$ cat src/hw/rtl/tcis_pkg.sv
// ============================================================================
// tcis_pkg: shared types and constants for the toy CPU instruction step
// Item and result structs, controller state codes, opcodes and the
// command/status bundles that join the controller and the datapath.
// ============================================================================
package tcis_pkg;

    localparam int MEM_BYTES_DEF = 32768;
    localparam int NUM_REGS_DEF  = 16;

    typedef struct packed {
        logic        req_type;
        logic [14:0] load_addr;
        logic [7:0]  load_byte;
        logic [15:0] in_value;
    } item_t;

    typedef struct packed {
        logic        halted;
        logic        out_valid;
        logic [15:0] out_value;
        logic [14:0] pc_now;
        logic [1:0]  cmp_flag;
        logic [15:0] instr_word;
        logic        div_fault;
    } result_t;

    localparam logic [7:0] OP_HALT = 8'd0;
    localparam logic [7:0] OP_MOV  = 8'd1;
    localparam logic [7:0] OP_ADD  = 8'd2;
    localparam logic [7:0] OP_SUB  = 8'd3;
    localparam logic [7:0] OP_MUL  = 8'd4;
    localparam logic [7:0] OP_DIV  = 8'd5;
    localparam logic [7:0] OP_AND  = 8'd6;
    localparam logic [7:0] OP_OR   = 8'd7;
    localparam logic [7:0] OP_NOT  = 8'd8;
    localparam logic [7:0] OP_CMP  = 8'd9;
    localparam logic [7:0] OP_JMP  = 8'd10;
    localparam logic [7:0] OP_IN   = 8'd11;
    localparam logic [7:0] OP_OUT  = 8'd12;

    localparam logic [1:0] CMP_EQ = 2'd0;
    localparam logic [1:0] CMP_GT = 2'd1;
    localparam logic [1:0] CMP_LT = 2'd2;

    localparam logic [7:0] NIB_HI_MASK = 8'd240;
    localparam logic [7:0] NIB_LO_MASK = 8'd15;

    // Byte-wide memory address select
    typedef enum logic [2:0] {
        AS_FETCH,    // code base + pc + offset
        AS_OPND,     // operand address + offset
        AS_DST,      // destination register value + offset
        AS_LOAD      // load item address
    } addr_sel_t;

    typedef enum logic [4:0] {
        ST_IDLE,
        ST_LOAD,
        ST_F0, ST_F1, ST_F2, ST_F3, ST_F4,
        ST_DEC,
        ST_O0, ST_O1, ST_O2,
        ST_EXEC,
        ST_DIV,
        ST_W0, ST_W1,
        ST_DONE
    } state_t;

    typedef struct packed {
        logic       mem_rd;      // issue a memory read
        logic       mem_wr;      // write a byte
        addr_sel_t  asel;
        logic       aoff;        // +1 byte offset
        logic [1:0] byte_slot;   // 0 ir hi,1 ir lo,2 imm hi,3 imm lo (fetch)
        logic       cap_fetch;   // capture read data into fetch word
        logic       cap_opnd_hi;
        logic       cap_opnd_lo;
        logic       wr_lo;       // write data low byte vs high
        logic       latch_item;
        logic       exec;        // commit register/flag/pc update
        logic       div_start;
        logic       div_commit;
        logic       emit;
        logic       step_noop;   // halted step
        logic       load_item;
    } cmd_t;

    typedef struct packed {
        logic       is_step;
        logic       halted;
        logic [7:0] op;
        logic [3:0] src;
        logic       div_done;
    } stat_t;

endpackage

$ cat src/hw/rtl/tcis_ctrl.sv
// ============================================================================
// tcis_ctrl: sequencer for load and step items
// Walks fetch, operand read, execute, divide and store phases.
// ============================================================================
module tcis_ctrl (
    input  logic            clk,
    input  logic            rst_n,
    input  logic            start,
    output logic            busy,
    output tcis_pkg::cmd_t  cmd,
    input  tcis_pkg::stat_t stat
);
    import tcis_pkg::*;

    state_t state_reg, state_next;
    logic   needs_opnd;
    logic   is_store;
    logic   is_notmem;

    assign is_store  = (stat.op == OP_MOV) && (stat.src != 4'd0) && (stat.src < 4'd5);
    assign is_notmem = (stat.op == OP_NOT) && (stat.src != 4'd0);
    assign needs_opnd = !is_store && (stat.op == OP_MOV || stat.op == OP_ADD
        || stat.op == OP_SUB || stat.op == OP_MUL || stat.op == OP_DIV
        || stat.op == OP_AND || stat.op == OP_OR || stat.op == OP_CMP || is_notmem);

    always_ff @(posedge clk or negedge rst_n)
    begin
        if (!rst_n)
            state_reg <= ST_IDLE;
        else
            state_reg <= state_next;
    end

    always_comb
    begin
        state_next = state_reg;
        cmd        = '0;
        cmd.asel   = AS_FETCH;
        case (state_reg)
            ST_IDLE:
            begin
                cmd.latch_item = start;
                if (start)
                    state_next = ST_LOAD;
            end
            ST_LOAD:
            begin
                if (!stat.is_step)
                begin
                    cmd.asel = AS_LOAD; cmd.mem_wr = 1'b1;
                    cmd.load_item = 1'b1; cmd.emit = 1'b1;
                    state_next = ST_IDLE;
                end
                else if (stat.halted)
                begin
                    cmd.step_noop = 1'b1; cmd.emit = 1'b1;
                    state_next = ST_IDLE;
                end
                else
                begin
                    cmd.mem_rd = 1'b1; cmd.byte_slot = 2'd0;
                    state_next = ST_F0;
                end
            end
            // Each fetch state captures the previous byte; all but the last also read the next one
            ST_F0: begin cmd.mem_rd = 1'b1; cmd.byte_slot = 2'd1;
                cmd.cap_fetch = 1'b1; state_next = ST_F1; end
            ST_F1: begin cmd.mem_rd = 1'b1; cmd.byte_slot = 2'd2;
                cmd.cap_fetch = 1'b1; state_next = ST_F2; end
            ST_F2: begin cmd.mem_rd = 1'b1; cmd.byte_slot = 2'd3;
                cmd.cap_fetch = 1'b1; state_next = ST_F3; end
            ST_F3: begin cmd.byte_slot = 2'd0; cmd.cap_fetch = 1'b1;
                state_next = ST_DEC; end
            ST_DEC:
            begin
                if (needs_opnd)
                begin
                    cmd.asel = AS_OPND; cmd.mem_rd = 1'b1;
                    state_next = ST_O0;
                end
                else if (is_store)
                begin
                    cmd.asel = AS_DST; cmd.mem_wr = 1'b1;
                    state_next = ST_W1;
                end
                else
                    state_next = ST_EXEC;
            end
            ST_O0: begin cmd.asel = AS_OPND; cmd.aoff = 1'b1; cmd.mem_rd = 1'b1;
                cmd.cap_opnd_hi = 1'b1; state_next = ST_O1; end
            ST_O1: begin cmd.cap_opnd_lo = 1'b1; state_next = ST_O2; end
            ST_O2:
            begin
                if (stat.op == OP_DIV)
                begin
                    cmd.div_start = 1'b1; state_next = ST_DIV;
                end
                else if (is_notmem)
                begin
                    cmd.asel = AS_OPND; cmd.mem_wr = 1'b1;
                    state_next = ST_W0;
                end
                else
                    state_next = ST_EXEC;
            end
            ST_W0: begin cmd.asel = AS_OPND; cmd.aoff = 1'b1; cmd.wr_lo = 1'b1;
                cmd.mem_wr = 1'b1; state_next = ST_EXEC; end
            ST_W1: begin cmd.asel = AS_DST; cmd.aoff = 1'b1; cmd.wr_lo = 1'b1;
                cmd.mem_wr = 1'b1; state_next = ST_EXEC; end
            ST_DIV:
            begin
                if (stat.div_done)
                begin
                    cmd.div_commit = 1'b1; state_next = ST_EXEC;
                end
            end
            ST_EXEC: begin cmd.exec = 1'b1; state_next = ST_DONE; end
            ST_DONE: begin cmd.emit = 1'b1; state_next = ST_IDLE; end
            default: state_next = ST_IDLE;
        endcase
    end

    assign busy = (state_reg != ST_IDLE);
endmodule

$ cat config.mk
export PLATFORM = sky130hd
export DESIGN_NAME = tcis_ctrl
export DESIGN_NICKNAME = d
export VERILOG_FILES = /design/src/hw/rtl/tcis_pkg.sv /design/src/hw/rtl/tcis_ctrl.sv
export SDC_FILE = /design/constraint.sdc
export NUM_CORES = 1
export LEC_CHECK = 0
export BUFFER_PORTS_ARGS = -buffer_cell sky130_fd_sc_hd__buf_2
export CAP_MARGIN = 15
export CORE_MARGIN = 3
export CORE_UTILIZATION = 42
export CTS_CLUSTER_DIAMETER = 200
export DETAILED_ROUTE_END_ITERATION = 8
export PLACE_DENSITY = 0.78
export SYNTH_ARGS = -nofsm -noshare
export SYNTH_HDL_FRONTEND = slang
export SYNTH_SLANG_ARGS = --single-unit
$ cat constraint.sdc
create_clock -name clk -period 2.3 [get_ports clk]
set_clock_uncertainty 0.1 [all_clocks]
set_input_delay 0.115 -clock clk [delete_from_list [all_inputs] [get_ports clk]]
set_output_delay 0.115 -clock clk [all_outputs]
set_load 0.005 [all_outputs]
==> metrics.txt <==
status=complete, no violations; worst-skew pair later-pin latency=230 ps; Ys Warns=0; initial antenna violation count=0; Nets=154; Initial Util=46.8%; die area=2030 um^2; drt total wl=1830 um; 1st-iter DRT viols=25; critical path class=flip-flop to output pin; gr usage total=18.4%; ranking of synthesized cells by area=dfrtp_1 (16%), nor2_1 (12%), a21oi_1 (7.0%), xnor2_1 (5.5%), nand3_1 (4.7%); Yosys top cell area share=15.7%; first-pass GRT wire length=2840 um; I/O Pins=38; largest net degree at the start of global routing=15; post-synthesis cell count=99; WL/cell=12.3 um; CP required=2090 ps; P_int=478 uW; Yosys cell types=35; Pleak=0.422 nW; FF+latch count, synth=4; Seq/Total Area, Yosys=15.7%; Resize count post-CTS=0; Slew HR=63.9%; Layout area overhead=33.9%; CTS tree=built; Die Width=45.0 um; Synth area leader=dfrtp_1; RSZ-0062 raised after global routing=false; mean area per synthesized cell=6.46 um^2; Final Hold Viols=0; hpwl dp=1500 um; Setup Fix Bufs, Post-CTS=0; Finished Layout Cells=149; Reg clk slew, reported paths=40 ps; Hold Crit Class=primary input to asynchronous set/reset pin; most frequently used flop master after synthesis=dfrtp_1; layout cells sized above 1=35.8%; commonest cells in the netlist=nor2_1 (21), a21oi_1 (9), nand3_1 (6); CTS root buffer=clkbuf_4; Logic pwr share=69.9%; Final Max Tran Viols=0; cell row count=13; vias per cell=5.70; total power=970 uW; syn nets=117; crit path max fanout=11; Sw Ratio=50.7%; RD Place Congestion=0.821; Post-route DRC=0; EDFF count, synth=0; Hold Buf Count CTS=1; Post-Syn Area=639 um^2; worst slew pin tran=536 ps; PortBufs=36; TritonRoute pass-1 iters=4; Final TNS setup=0 ps; sequential share of power=21.4%; Finish-stage setup viols=0; PwrDens=1130 nW/um^2; Finished Core Util=62.6%; Inst Count DP=145; sw power=492 uW; maxcap violations=0; VDD IR max=704 uV; Setup crit end kind=output pin; Clk pwr share=8.8%; core area=1370 um^2; ANT cells=0; CTS Buffer Depth=2; max FFs per register=4; Fmax=0.479 GHz; clk sinks=4; Final period util=90.8%; Final Critical Period=2090 ps; GRT overflow=0; CP startpoint kind=flip-flop; DP Worst Slack=480 ps; via count=850; fin worst setup slack=212 ps; # H-tree levels=1; most common cell in the netlist=nor2_1; cts bufs inserted=3; vias in the first global route=707; ys async rst share=100%; Critical Path AT=1870 ps; Antenna Violating Nets Remaining=0; Chip Height=45.0 um
-- worst paths after layout --
check | from | to | slack, ps | depth (start not counted)
max in group asynchronous | rst_n | state_reg[1] | 1870 | 2
worst max-delay path | state_reg[1] | cmd[14] | 210 | 5
worst max register to register | state_reg[1] | state_reg[1] | 590 | 5
worst min-delay path | rst_n | state_reg[3] | 120 | 2
worst min register to register | state_reg[3] | state_reg[3] | 670 | 1
min in group clk | start | state_reg[0] | 180 | 3
-- cell families (layout without fill, tap and decap cells) --
family,Yosys count,count (layout),synth area share (%)
other,1,1,0.587
muxes,1,1,1.76
AOI/OAI and AO/OA,27,27,29.2
xor gates and xnor gates,4,4,5.48
DFF,4,4,15.7
and+or+nand+nor,52,52,40.9
buffers and inverters,10,45,6.46
-- critical path, cell delays in order, from the launching register on --
cell and delay, ps:
dfrtp_1 490, nand2b_1 290, nor4_1 450, a41oi_1 130, o211ai_1 140, buf_2 140
-- power by group through the flow --
| stage | sequential [mW] | clock, mW | combinational [mW] |
|---|---|---|---|
| after detailed placement | 0.207 | 0 | 0.677 |
| after global routing | 0.221 | 0.0917 | 0.767 |
| after global placement | 0.202 | 0 | 0.668 |
| final | 0.207 | 0.0850 | 0.678 |
| after floorplan | 0.122 | 0 | 0.530 |
| after CTS | 0.206 | 0.0898 | 0.680 |
-- final cells by class --
type                            instances  area, um^2
Inverter                                3        11.3
Timing Repair Buffer                   39         205
Sequential cell                         4         100
Multi-Input combinational cell         85         498
Clock buffer                            3        22.5
Tap cell                               15        18.8
Fill cell                             133         510
-- metal layers --
metal,track usage (%),share of wire (%)
met5,0,0
met2,30.8,50
met3,0,5.8
met1,25.3,44
met4,7.02,0
-- cell usage in the layout, fill, tap and decap left out, types with 4 or more instances in the layout --
cell,n
buf_2,36
nor2_1,21
a21oi_1,9
nand3_1,6
nand2_1,5
xnor2_1,4
nor3_1,4
o21ai_0,4
dfrtp_1,4
-- stage by stage --
step	area [um^2]	hold slack (ps)
after floorplan	639	-281
after detailed placement	823	-179
after global placement	823	-181
final	856	116
after CTS	856	104
after global routing	856	121
(Power assumes the default switching activity.)
